===== src/rtl/longest_equal_run_grid_top_assert.svh =====
// Assertion macros for the longest equal run grid block.
// Included by the top level; each macro expands to one concurrent assertion.
`ifndef LONGEST_EQUAL_RUN_GRID_TOP_ASSERT_SVH
`define LONGEST_EQUAL_RUN_GRID_TOP_ASSERT_SVH

// Same-cycle implication, disabled during reset.
`define LERG_ASSERT_NOW(label, clk, rst, ante, cons) \
   label: assert property (@(posedge clk) disable iff (rst) (ante) |-> (cons)) \
      else $error("lerg: same-cycle check failed");

// Next-cycle implication, disabled during reset.
`define LERG_ASSERT_NEXT(label, clk, rst, ante, cons) \
   label: assert property (@(posedge clk) disable iff (rst) (ante) |=> (cons)) \
      else $error("lerg: next-cycle check failed");

`endif


===== src/rtl/lerg_pkg.sv =====
// Shared types, widths and the run counter helper for the run grid block.
// No dependencies.
package lerg_pkg;

   localparam int ValueW = 32;
   localparam int RunW   = 4;
   localparam logic [RunW-1:0] RunMax = 4'd15;
   localparam logic [RunW-1:0] RunOne = 4'd1;

   typedef logic signed [ValueW-1:0] value_type;
   typedef logic [RunW-1:0]          run_type;

   // One line buffer entry: the element and the runs that end on it.
   typedef struct packed {
      value_type value;
      run_type   col_run;
      run_type   diag_run;
      run_type   anti_run;
   } line_entry_type;

   // Neighbors of the current element taken from the row above.
   typedef struct packed {
      line_entry_type up;
      line_entry_type up_right;
      line_entry_type up_left;
   } neighbor_type;

   // Grid border flags of the current element.
   typedef struct packed {
      logic has_up;
      logic has_left;
      logic has_right;
   } border_type;

   typedef struct packed {
      run_type horiz;
      run_type vert;
      run_type diag;
      run_type anti;
   } run_set_type;

   // Extend a run on a match, saturating; restart at one otherwise.
   function automatic run_type bump(input logic match, input run_type prev);
      run_type result;
      if (!match) begin
         result = RunOne;
      end else if (prev == RunMax) begin
         result = RunMax;
      end else begin
         result = prev + RunOne;
      end
      return result;
   endfunction

endpackage


===== src/rtl/lerg_if.sv =====
// Valid/ready channel interfaces for the run grid block.
// Depends on lerg_pkg for payload widths.
interface lerg_req_if;
   logic                               valid;
   logic                               ready;
   logic signed [lerg_pkg::ValueW-1:0] cell_value;

   modport source (output valid, output cell_value, input ready);
   modport sink   (input valid, input cell_value, output ready);
endinterface

interface lerg_rsp_if;
   logic                       valid;
   logic                       ready;
   logic [lerg_pkg::RunW-1:0]  longest_run;

   modport source (output valid, output longest_run, input ready);
   modport sink   (input valid, input longest_run, output ready);
endinterface


===== src/rtl/lerg_line_buffer.sv =====
// One-row line buffer as a shift line of SIDE+1 entries with fixed taps.
// Depends on lerg_pkg for the entry and neighbor types.
module lerg_line_buffer #(
   parameter int SIDE = 8
) (
   input  logic                     clock,
   input  logic                     shift_en,
   input  lerg_pkg::line_entry_type entry_in,
   output lerg_pkg::neighbor_type   taps
);
   import lerg_pkg::*;

   // Index k holds the element accepted k+1 transactions ago.
   line_entry_type line_ff [SIDE+1];

   always_ff @(posedge clock) begin
      if (shift_en) begin
         line_ff[0] <= entry_in;
         for (int i = 1; i <= SIDE; i++) begin
            line_ff[i] <= line_ff[i-1];
         end
      end
   end

   assign taps.up       = line_ff[SIDE-1];
   assign taps.up_right = line_ff[SIDE-2];
   assign taps.up_left  = line_ff[SIDE];

endmodule


===== src/rtl/lerg_run_calc.sv =====
// Run lengths for one element from its neighbors, and the updated best run.
// Depends on lerg_pkg for types and the bump helper.
module lerg_run_calc (
   input  lerg_pkg::value_type    cell_value,
   input  lerg_pkg::value_type    left_value,
   input  lerg_pkg::run_type      row_run,
   input  lerg_pkg::neighbor_type taps,
   input  lerg_pkg::border_type   border,
   input  logic                   anti_en,
   input  lerg_pkg::run_type      best_in,
   output lerg_pkg::run_set_type  runs,
   output lerg_pkg::run_type      best_out
);
   import lerg_pkg::*;

   run_type best_hv;
   run_type best_hvd;

   always_comb begin
      runs.horiz = bump(border.has_left && (cell_value == left_value), row_run);
      runs.vert  = bump(border.has_up && (cell_value == taps.up.value), taps.up.col_run);
      runs.diag  = bump(border.has_up && border.has_left &&
                        (cell_value == taps.up_left.value), taps.up_left.diag_run);
      // Last column has no upper-right neighbor: restart.
      if (border.has_right) begin
         runs.anti = bump(border.has_up && (cell_value == taps.up_right.value),
                          taps.up_right.anti_run);
      end else begin
         runs.anti = RunOne;
      end
   end

   always_comb begin
      best_hv  = (runs.horiz > best_in) ? runs.horiz : best_in;
      best_hv  = (runs.vert > best_hv) ? runs.vert : best_hv;
      best_hvd = (runs.diag > best_hv) ? runs.diag : best_hv;
      if (anti_en && (runs.anti > best_hvd)) begin
         best_out = runs.anti;
      end else begin
         best_out = best_hvd;
      end
   end

endmodule


===== src/rtl/longest_equal_run_grid_top.sv =====
// Longest equal run grid: top level with input register, run logic and result register.
// Depends on lerg_pkg, lerg_if, lerg_line_buffer, lerg_run_calc and the assertion header.
//
// Usage: send a SIDE x SIDE grid of signed 32-bit values on req_chan in row-major
// order, one element per transaction. After the last element of each grid, one
// transaction on rsp_chan carries the length of the longest run of equal values
// found along rows, columns and down-right diagonals (and down-left diagonals when
// the csr bit is set). Run counts saturate at 15.
// Throughput: one element per cycle unless rsp_chan stalls as below; the element register
// and the run logic take a new element every cycle since the line buffer updates in the
// same cycle. The result is valid from the edge at which the last element leaves the
// element register.
// A stall on rsp_chan holds the block only when a grid completes while the previous
// result is still waiting; the element register then holds and req_chan.ready drops.
// Reset: positions, best run, valid flags and the csr bit clear; the next element
// starts a new grid. Write csr only while no transaction is in flight.
`include "longest_equal_run_grid_top_assert.svh"

module longest_equal_run_grid_top #(
   parameter int SIDE = 8
) (
   input  logic        clock,
   input  logic        reset,
   lerg_req_if.sink    req_chan,
   lerg_rsp_if.source  rsp_chan,
   input  logic        csr_write_enable,
   input  logic        csr_write_data
);
   import lerg_pkg::*;

   localparam int PosW      = (SIDE > 2) ? $clog2(SIDE) : 1;
   localparam int RunCapInt = (SIDE < 15) ? SIDE : 15;

   logic            in_valid_ff, in_valid_in;
   value_type       in_value_ff;
   logic [PosW-1:0] col_ff, col_in;
   logic [PosW-1:0] row_ff, row_in;
   run_type         best_ff, best_in;
   value_type       left_value_ff;
   run_type         row_run_ff;
   logic            anti_en_ff;
   logic            rsp_valid_ff, rsp_valid_in;
   run_type         longest_run_ff;

   logic            is_last;
   logic            advance;
   border_type      border;
   neighbor_type    taps;
   run_set_type     runs;
   run_type         best_next;
   line_entry_type  new_entry;

   assign border.has_up    = (row_ff != '0);
   assign border.has_left  = (col_ff != '0);
   assign border.has_right = (col_ff != PosW'(SIDE-1));
   assign is_last          = !border.has_right && (row_ff == PosW'(SIDE-1));

   // Hold the element only when its grid result cannot be placed.
   assign advance = in_valid_ff && !(is_last && rsp_valid_ff && !rsp_chan.ready);
   assign req_chan.ready = !in_valid_ff || advance;

   lerg_line_buffer #(
      .SIDE (SIDE)
   ) u_line (
      .clock    (clock),
      .shift_en (advance),
      .entry_in (new_entry),
      .taps     (taps)
   );

   lerg_run_calc u_calc (
      .cell_value (in_value_ff),
      .left_value (left_value_ff),
      .row_run    (row_run_ff),
      .taps       (taps),
      .border     (border),
      .anti_en    (anti_en_ff),
      .best_in    (best_ff),
      .runs       (runs),
      .best_out   (best_next)
   );

   assign new_entry.value    = in_value_ff;
   assign new_entry.col_run  = runs.vert;
   assign new_entry.diag_run = runs.diag;
   assign new_entry.anti_run = runs.anti;

   always_comb begin
      in_valid_in  = in_valid_ff;
      col_in       = col_ff;
      row_in       = row_ff;
      best_in      = best_ff;
      rsp_valid_in = rsp_valid_ff;
      if (rsp_valid_ff && rsp_chan.ready) begin
         rsp_valid_in = 1'b0;
      end
      if (req_chan.ready) begin
         in_valid_in = req_chan.valid;
      end
      if (advance) begin
         if (border.has_right) begin
            col_in  = col_ff + PosW'(1);
            best_in = best_next;
         end else begin
            col_in = '0;
            if (is_last) begin
               row_in       = '0;
               best_in      = '0;
               rsp_valid_in = 1'b1;
            end else begin
               row_in  = row_ff + PosW'(1);
               best_in = best_next;
            end
         end
      end
   end

   always_ff @(posedge clock) begin
      if (reset) begin
         in_valid_ff  <= 1'b0;
         col_ff       <= '0;
         row_ff       <= '0;
         best_ff      <= '0;
         rsp_valid_ff <= 1'b0;
         anti_en_ff   <= 1'b0;
      end else begin
         in_valid_ff  <= in_valid_in;
         col_ff       <= col_in;
         row_ff       <= row_in;
         best_ff      <= best_in;
         rsp_valid_ff <= rsp_valid_in;
         if (csr_write_enable) begin
            anti_en_ff <= csr_write_data;
         end
      end
   end

   always_ff @(posedge clock) begin
      if (req_chan.ready && req_chan.valid) begin
         in_value_ff <= req_chan.cell_value;
      end
      if (advance) begin
         left_value_ff <= in_value_ff;
         row_run_ff    <= runs.horiz;
      end
      if (advance && is_last) begin
         longest_run_ff <= best_next;
      end
   end

   assign rsp_chan.valid       = rsp_valid_ff;
   assign rsp_chan.longest_run = longest_run_ff;

   `LERG_ASSERT_NEXT(a_last_posts_result, clock, reset, advance && is_last, rsp_valid_ff)
   `LERG_ASSERT_NEXT(a_last_wraps_position, clock, reset, advance && is_last,
      (col_ff == '0) && (row_ff == '0) && (best_ff == '0))
   `LERG_ASSERT_NOW(a_stall_only_when_full, clock, reset, in_valid_ff && !advance,
      rsp_valid_ff && is_last)
   `LERG_ASSERT_NOW(a_result_in_range, clock, reset, rsp_valid_ff,
      (longest_run_ff != '0) && (longest_run_ff <= RunW'(RunCapInt)))

endmodule


===== src/flat_wrapper.sv =====
// flat-port wrapper written by rule: the top's interface ports become plain ports
module longest_equal_run_grid_top_flat import lerg_pkg::*;
#(
   parameter int SIDE = 8
)
  (clock, reset, csr_write_enable, csr_write_data, req_chan_valid, req_chan_cell_value, req_chan_ready, rsp_chan_valid, rsp_chan_longest_run, rsp_chan_ready);
  lerg_req_if req_chan_i ();
  lerg_rsp_if rsp_chan_i ();
  input  logic clock;
  input  logic reset;
  input  logic csr_write_enable;
  input  logic csr_write_data;
  input wire logic [$bits(req_chan_i.valid)-1:0] req_chan_valid;
  input wire logic [$bits(req_chan_i.cell_value)-1:0] req_chan_cell_value;
  output wire logic [$bits(req_chan_i.ready)-1:0] req_chan_ready;
  output wire logic [$bits(rsp_chan_i.valid)-1:0] rsp_chan_valid;
  output wire logic [$bits(rsp_chan_i.longest_run)-1:0] rsp_chan_longest_run;
  input wire logic [$bits(rsp_chan_i.ready)-1:0] rsp_chan_ready;
  assign req_chan_i.valid = req_chan_valid;
  assign req_chan_i.cell_value = req_chan_cell_value;
  assign req_chan_ready = req_chan_i.ready;
  assign rsp_chan_valid = rsp_chan_i.valid;
  assign rsp_chan_longest_run = rsp_chan_i.longest_run;
  assign rsp_chan_i.ready = rsp_chan_ready;
  longest_equal_run_grid_top #(.SIDE(SIDE)) u_core (.clock(clock), .reset(reset), .req_chan(req_chan_i), .rsp_chan(rsp_chan_i), .csr_write_enable(csr_write_enable), .csr_write_data(csr_write_data));
endmodule

===== config.mk =====
export PLATFORM = sky130hd
export DESIGN_NAME = longest_equal_run_grid_top_flat
export DESIGN_NICKNAME = d
export VERILOG_FILES = /design/src/rtl/lerg_pkg.sv /design/src/rtl/lerg_if.sv /design/src/rtl/lerg_line_buffer.sv /design/src/rtl/lerg_run_calc.sv /design/src/rtl/longest_equal_run_grid_top.sv /design/src/flat_wrapper.sv
export VERILOG_INCLUDE_DIRS = /design/src /design/src/rtl
export SDC_FILE = /design/constraint.sdc
export NUM_CORES = 1
export LEC_CHECK = 0
export ABC_CLOCK_PERIOD_IN_PS = 23900
export BUFFER_PORTS_ARGS = -buffer_cell sky130_fd_sc_hd__buf_2
export CORE_ASPECT_RATIO = 1.1
export CORE_MARGIN = 2
export CORE_UTILIZATION = 40
export CTS_BUF_LIST = sky130_fd_sc_hd__clkbuf_4
export DETAILED_ROUTE_END_ITERATION = 7
export GPL_TIMING_DRIVEN = 1
export RECOVER_POWER = 25
export SYNTH_ARGS = -nofsm -noshare
export SYNTH_HDL_FRONTEND = slang
export SYNTH_SLANG_ARGS = --single-unit

===== constraint.sdc =====
create_clock -name clock -period 23.9 [get_ports clock]
set_input_delay 7.17 -clock clock [delete_from_list [all_inputs] [get_ports clock]]
set_output_delay 7.17 -clock clock [all_outputs]
set_load 0.1 [all_outputs]

======== Word level (Yosys, flattened, before mapping) ========
Memories as Yosys holds them, arrays and structs flattened.
Cells that the tools add are included.
word-level totals
  memories ................................ 1
  word-level logic and storage cells ...... 76
  bits in writable memories ............... 396
  bits in registers ....................... 85
memories
  memory                 depth  bits a word  read ports  clocked after memory_dff  write ports  line                    RTL
  u_core.u_line.line_ff  9      44           9           0                         9            lerg_line_buffer.sv:14  line_entry_type line_ff [SIDE+1];
cells by class
  equality and inequality tests ........... 10
  $add $sub $neg .......................... 6
  reductions and logical operators ........ 21
  mux-type cells .......................... 23
  bitwise gates (word level) .............. 1
  order comparisons ....................... 4
operators by type and width
  operator                                      number
  equality test 32 bit                          4
  two-way mux 4 bit                             15
  adder 4 x 1 -> 4 bit, second input constant   4
  equality test 4 bit, second input constant    4
  > comparator 4 bit                            4
  logical AND 1 bit                             13
  adder 3 x 1 -> 3 bit, second input constant   2
  two-way mux 1 bit                             6
  two-way mux 3 bit                             2
  nonzero test 3 bit                            2
  zero test 1 bit                               4
  equality test 3 bit, second input constant    1
  inequality test 3 bit, second input constant  1
  AND reduction 2 bit                           1
  logical OR 1 bit                              1
  inverter 1 bit                                1

======== Depth between registers and ports, before layout ========
  word-level depth ........................ 14
  gate-level depth with buffers ........... 35
  mapped depth without buffers ............ 35

======== Cells and area by module ========
A second synthesis with hierarchy kept.
unflattened totals
  cells, all modules ...................... 890
  area total of the unflattened synthesis .. 17342.9 µm²
by module, submodules not included
  module                      cells each  instances  area each (µm²)
  lerg_line_buffer            396         1          11891.4
  longest_equal_run_grid_top  141         1          2810.2
  lerg_run_calc               353         1          2641.3

======== Least setup slack after synthesis ========
No wires, ideal clock.
  kind .................................... input port to flip-flop
  from .................................... input port rsp_chan_ready
  to ...................................... register u_core.row_ff[2]
  cell stages on the path ................. 8
  path buffers ............................ 1
  arrival time ............................ 20.223 ns
  setup slack ............................. 3.609 ns
  setup time .............................. 0.068 ns
  required time ........................... 23.832 ns
  cells stage by stage .................... nand2b_1 -> nor2_1 -> nor2b_1 -> clkbuf_1 -> nand2_1 -> nor3b_1 -> a21oi_1 -> nor2_1
between the ends
  cells in the longest elaborated chain, start to end .. 5
RTL lines
  item                                  line                               RTL
  start, declared                       flat_wrapper.sv:18                 input wire logic [$bits(rsp_chan_i.ready)-1:0] rsp_chan_ready;
  zero test 1 bit                       longest_equal_run_grid_top.sv:59   assign advance = in_valid_ff && !(is_last && rsp_valid_ff && !rsp_chan.ready);
  logical AND 1 bit                     longest_equal_run_grid_top.sv:59
  zero test 1 bit                       longest_equal_run_grid_top.sv:59
  logical AND 1 bit                     longest_equal_run_grid_top.sv:59
  named net u_core.advance              longest_equal_run_grid_top.sv:46   logic advance;
  AND reduction 2 bit (no source line)  -
  end signal, assigned                  longest_equal_run_grid_top.sv:129  row_ff <= row_in;
  end, declared                         longest_equal_run_grid_top.sv:37   logic [PosW-1:0] row_ff, row_in;
The timed path passes the listed nets, and every way through them passes these cells.
A chain may end at the register's enable or synchronous reset.

======== Final worst setup path ========
  from .................................... input port rsp_chan_ready
  to ...................................... output port req_chan_ready
between the ends
  cells in the longest elaborated chain, start to end .. 5
RTL lines
  item               line                              RTL
  zero test 1 bit    longest_equal_run_grid_top.sv:59
  logical AND 1 bit  longest_equal_run_grid_top.sv:59
  zero test 1 bit    longest_equal_run_grid_top.sv:59
  logical AND 1 bit  longest_equal_run_grid_top.sv:59
  logical OR 1 bit   longest_equal_run_grid_top.sv:60  assign req_chan.ready = !in_valid_ff || advance;
  end, declared      flat_wrapper.sv:15                output wire logic [$bits(req_chan_i.ready)-1:0] req_chan_ready;
No other way between the ends.

==> results.md <==
- Worst setup path class: input port to output port
- Layout Utilization: 46.0%
- Clk_skew: a little over 50 ps
- Achievable Freq: approximately 0.065 GHz
- Fill count: roughly 3400
- Syn Area/Cell: 19.5 um^2
- Slowest stage delay, CP: about 360 ps
- First-pass GRT wire length: 40000 um
- Setup TNS Final: 0 ps
- Placer Congestion: 0.744
- Final Hold Fails: 0
- CP Cell Sequence: buf_2 -> nand2b_1 -> nor2_1 -> nand2_1 -> buf_2
- Final Non-Filler Cells: 1543
- Total Power: 1.50 mW
- Post-CTS Setup Inserts: 0
- Sw frac: 22.0%
- P per Cell Area: 83.7 mW/mm^2
- Final setup fails: 0
- GRT Total Usage: 12.9%
- Post-route ant nets: 0
- Sequential element share of the synthesized area: between 80% and 90%
- Min-delay worst type: register to register
- Post-CTS Hold Fix Bufs: 0
- Largest net degree at the start of global routing: 184
- Fin worst setup slack: 8520 ps
- Number of placement rows: 76
- Remaining DRCs: 0
- Crit path top cell by count: buf_2
- Die width: 193 um
- Initial Util: 40.4%
- Post-synth EDFFs: 424
- Area of the die: 0.0411 mm^2
- Share of the synthesized area in the top cell type: between 80% and 90%
- First-pass DRT Iterations: 5
- Setup crit end kind: output port
- RSZ-0062 raised after global routing: false
- CTS buffer count: 109
- WP data required: 16730 ps
- Post_cts resized: 0
- Yosys warning total: 0
- Ports: 44
- Finished Cell Area: 0.0180 mm^2
- Post-layout nets: slightly above 1000
- Top cell type by total area after synthesis: edfxtp_1
- Critical Path AT: 8210 ps
- Minimum clock period: roughly 15000 ps
- Global route overflow: 0
- Sw Pwr: roughly 330 uW
- Clock power frac: roughly 38%
- Combinational share of power: between 4 and 5%
- Critical Path Slowest Stage Cell: nor2_1
- Synth top area cells: edfxtp_1, xnor2_1, xor2_1
- Max VDD drop: around 42 uV
- Port Buffers: 43
- Max clock buf depth: 3
- CTS root buf: clkbuf_4
- Tightest Pin Transition: roughly 1200 ps
- Unique cell type count in the Yosys netlist: 56
- Post-place instance area: 0.0167 mm^2
- Drt total wl: 25900 um
- Leakage: about 6 nW
- Post-Syn Instances: 810
- Detailed-placement wirelength estimate: ~16000 um
- Post-Syn Nets: 874
- Share of layout cells above drive strength 1: 22.6%
- Core footprint: a little under 0.04 mm^2
- H-tree levels: 3
- Vias per cell: 4.77
- Syn Std Cell Area: 0.0158 mm^2
- Most common cell after layout, fill and taps aside: edfxtp_1
- Min Hold Slack: about 400 ps
- TritonCTS clock tree: done
- CTS clk-pin slew, worst paths: 60 ps
- Sequential share of power: 57.7%
- Die Y: 212 um
- Sink Count: 437
- Post-synth ARST share: 0%
- Outcome: complete, no violations
- WL per Instance: 16.8 um
- Max-cap viol count: 0
- Commonest cells after routing, fill and taps aside: edfxtp_1, clkbuf_4, xnor2_1, buf_2, xor2_1
- Crit-path max FO: 3
- Clk_lat worst skew: 770 ps
- Max Slew Vio Count: 0
- Antenna violations before repair: 1
- Max-Slew Margin vs Limit: 22.5%
- Place WS: about 8500 ps
- Internal power: around 1.2 mW
- Startpoint Class: input port
- Via Count: roughly 7400
- Vias in the first global route: 7646
- #FFs+latches synth: 437
- Tcrit/Tclk final: 64.3%
- Post-synth top flop: edfxtp_1
- Area Growth Syn to Fin: 13.8%
- Dpl cells: 1362
- First DRT Iteration DRCs: 488
-- state kept, by name, summed over array words and instances (netlist names) --
register and count:
u_core.in_value_ff 32, u_core.anti_en_ff 1, u_core.u_line.line_ff 353, u_core.best_ff 4, u_core.row_run_ff 4, u_core.row_ff 3, u_core.left_value_ff 31, u_core.rsp_chan.valid 1
u_core.in_valid_ff 1, u_core.rsp_chan.longest_run 4, u_core.col_ff 3
-- worst max-delay path: cells and delay by family --
kind | cells | cell delay [ps]
simple gates | 3 | 630
buf+inv | 2 | 400
-- routing by layer --
metal	share of wire, %	up-vias	GRT usage, %
met5	0	-	0
li1	-	3495	-
met2	47	181	20.4
met1	44	3631	15.9
met3	4.9	59	4.14
met4	3.3	0	6.82
-- cells by family (layout without fill, tap and decap cells) --
family | after synthesis | count (layout) | synth area share (%)
flip-flops | 437 | 437 | 82.3
AND/OR/NAND/NOR | 134 | 134 | 4.83
XOR/XNOR | 128 | 128 | 7.10
AO/OA/AOI/OAI | 59 | 59 | 2.77
adder cells (fa/ha/maj) | 26 | 26 | 2.06
buffers and inverters | 20 | 245 | 0.539
multiplexers | 6 | 6 | 0.428
other | 0 | 1 | 0
-- area by class of cell --
| class | instances | area, um^2 | area share, % |
|---|---|---|---|
| flip-flops and latches | 437 | 13000 | 72.3 |
| multi-input cells | 353 | 2730 | 15.2 |
| clock buffers | 155 | 1160 | 6.47 |
| well taps | 507 | 634 | 3.53 |
| repair buffers | 48 | 265 | 1.48 |
| clock inverters | 25 | 115 | 0.641 |
| inverters | 17 | 63.8 | 0.355 |
| diodes | 1 | 2.50 | 0.0139 |
-- synthesized netlist by cell type, drive strengths merged, types with 2 or more instances --
master / instances
nand3b: 6
o211a: 2
nand2: 18
xnor2: 89
inv: 17
xor2: 39
nor2b: 6
o211ai: 2
and2: 2
clkbuf: 3
a31oi: 8
ha: 26
o32ai: 2
nand4: 24
o21a: 3
o311ai: 2
nor2: 30
mux2: 3
nand2b: 4
edfxtp: 424
nor4: 12
a22oi: 4
nor3: 9
nand3: 16
o31a: 2
dfxtp: 13
a21oi: 13
mux2i: 3
or2: 2
o21ai: 14
-- worst paths after layout --
check	start	end	slack, ps	depth (start not counted)
hold / removal	u_core.u_line.line_ff[0][235]	u_core.u_line.line_ff[0][279]	400	0
setup / recovery	rsp_chan_ready	req_chan_ready	8520	5
hold reg to reg	u_core.u_line.line_ff[0][235]	u_core.u_line.line_ff[0][279]	400	0
setup reg to reg	u_core.in_value_ff[26]	u_core.best_ff[0]	15800	31
-- power groups by stage --
stage | logic [mW] | clock network, mW | registers [mW]
floorplan | 0.0496 | 0 | 0.892
global placement | 0.0648 | 0 | 0.883
detailed placement | 0.0669 | 0 | 0.884
CTS | 0.0670 | 0.599 | 0.867
global route | 0.0723 | 0.639 | 0.868
finish | 0.0652 | 0.572 | 0.867
Note: power is estimated with default switching activity, not from simulation.
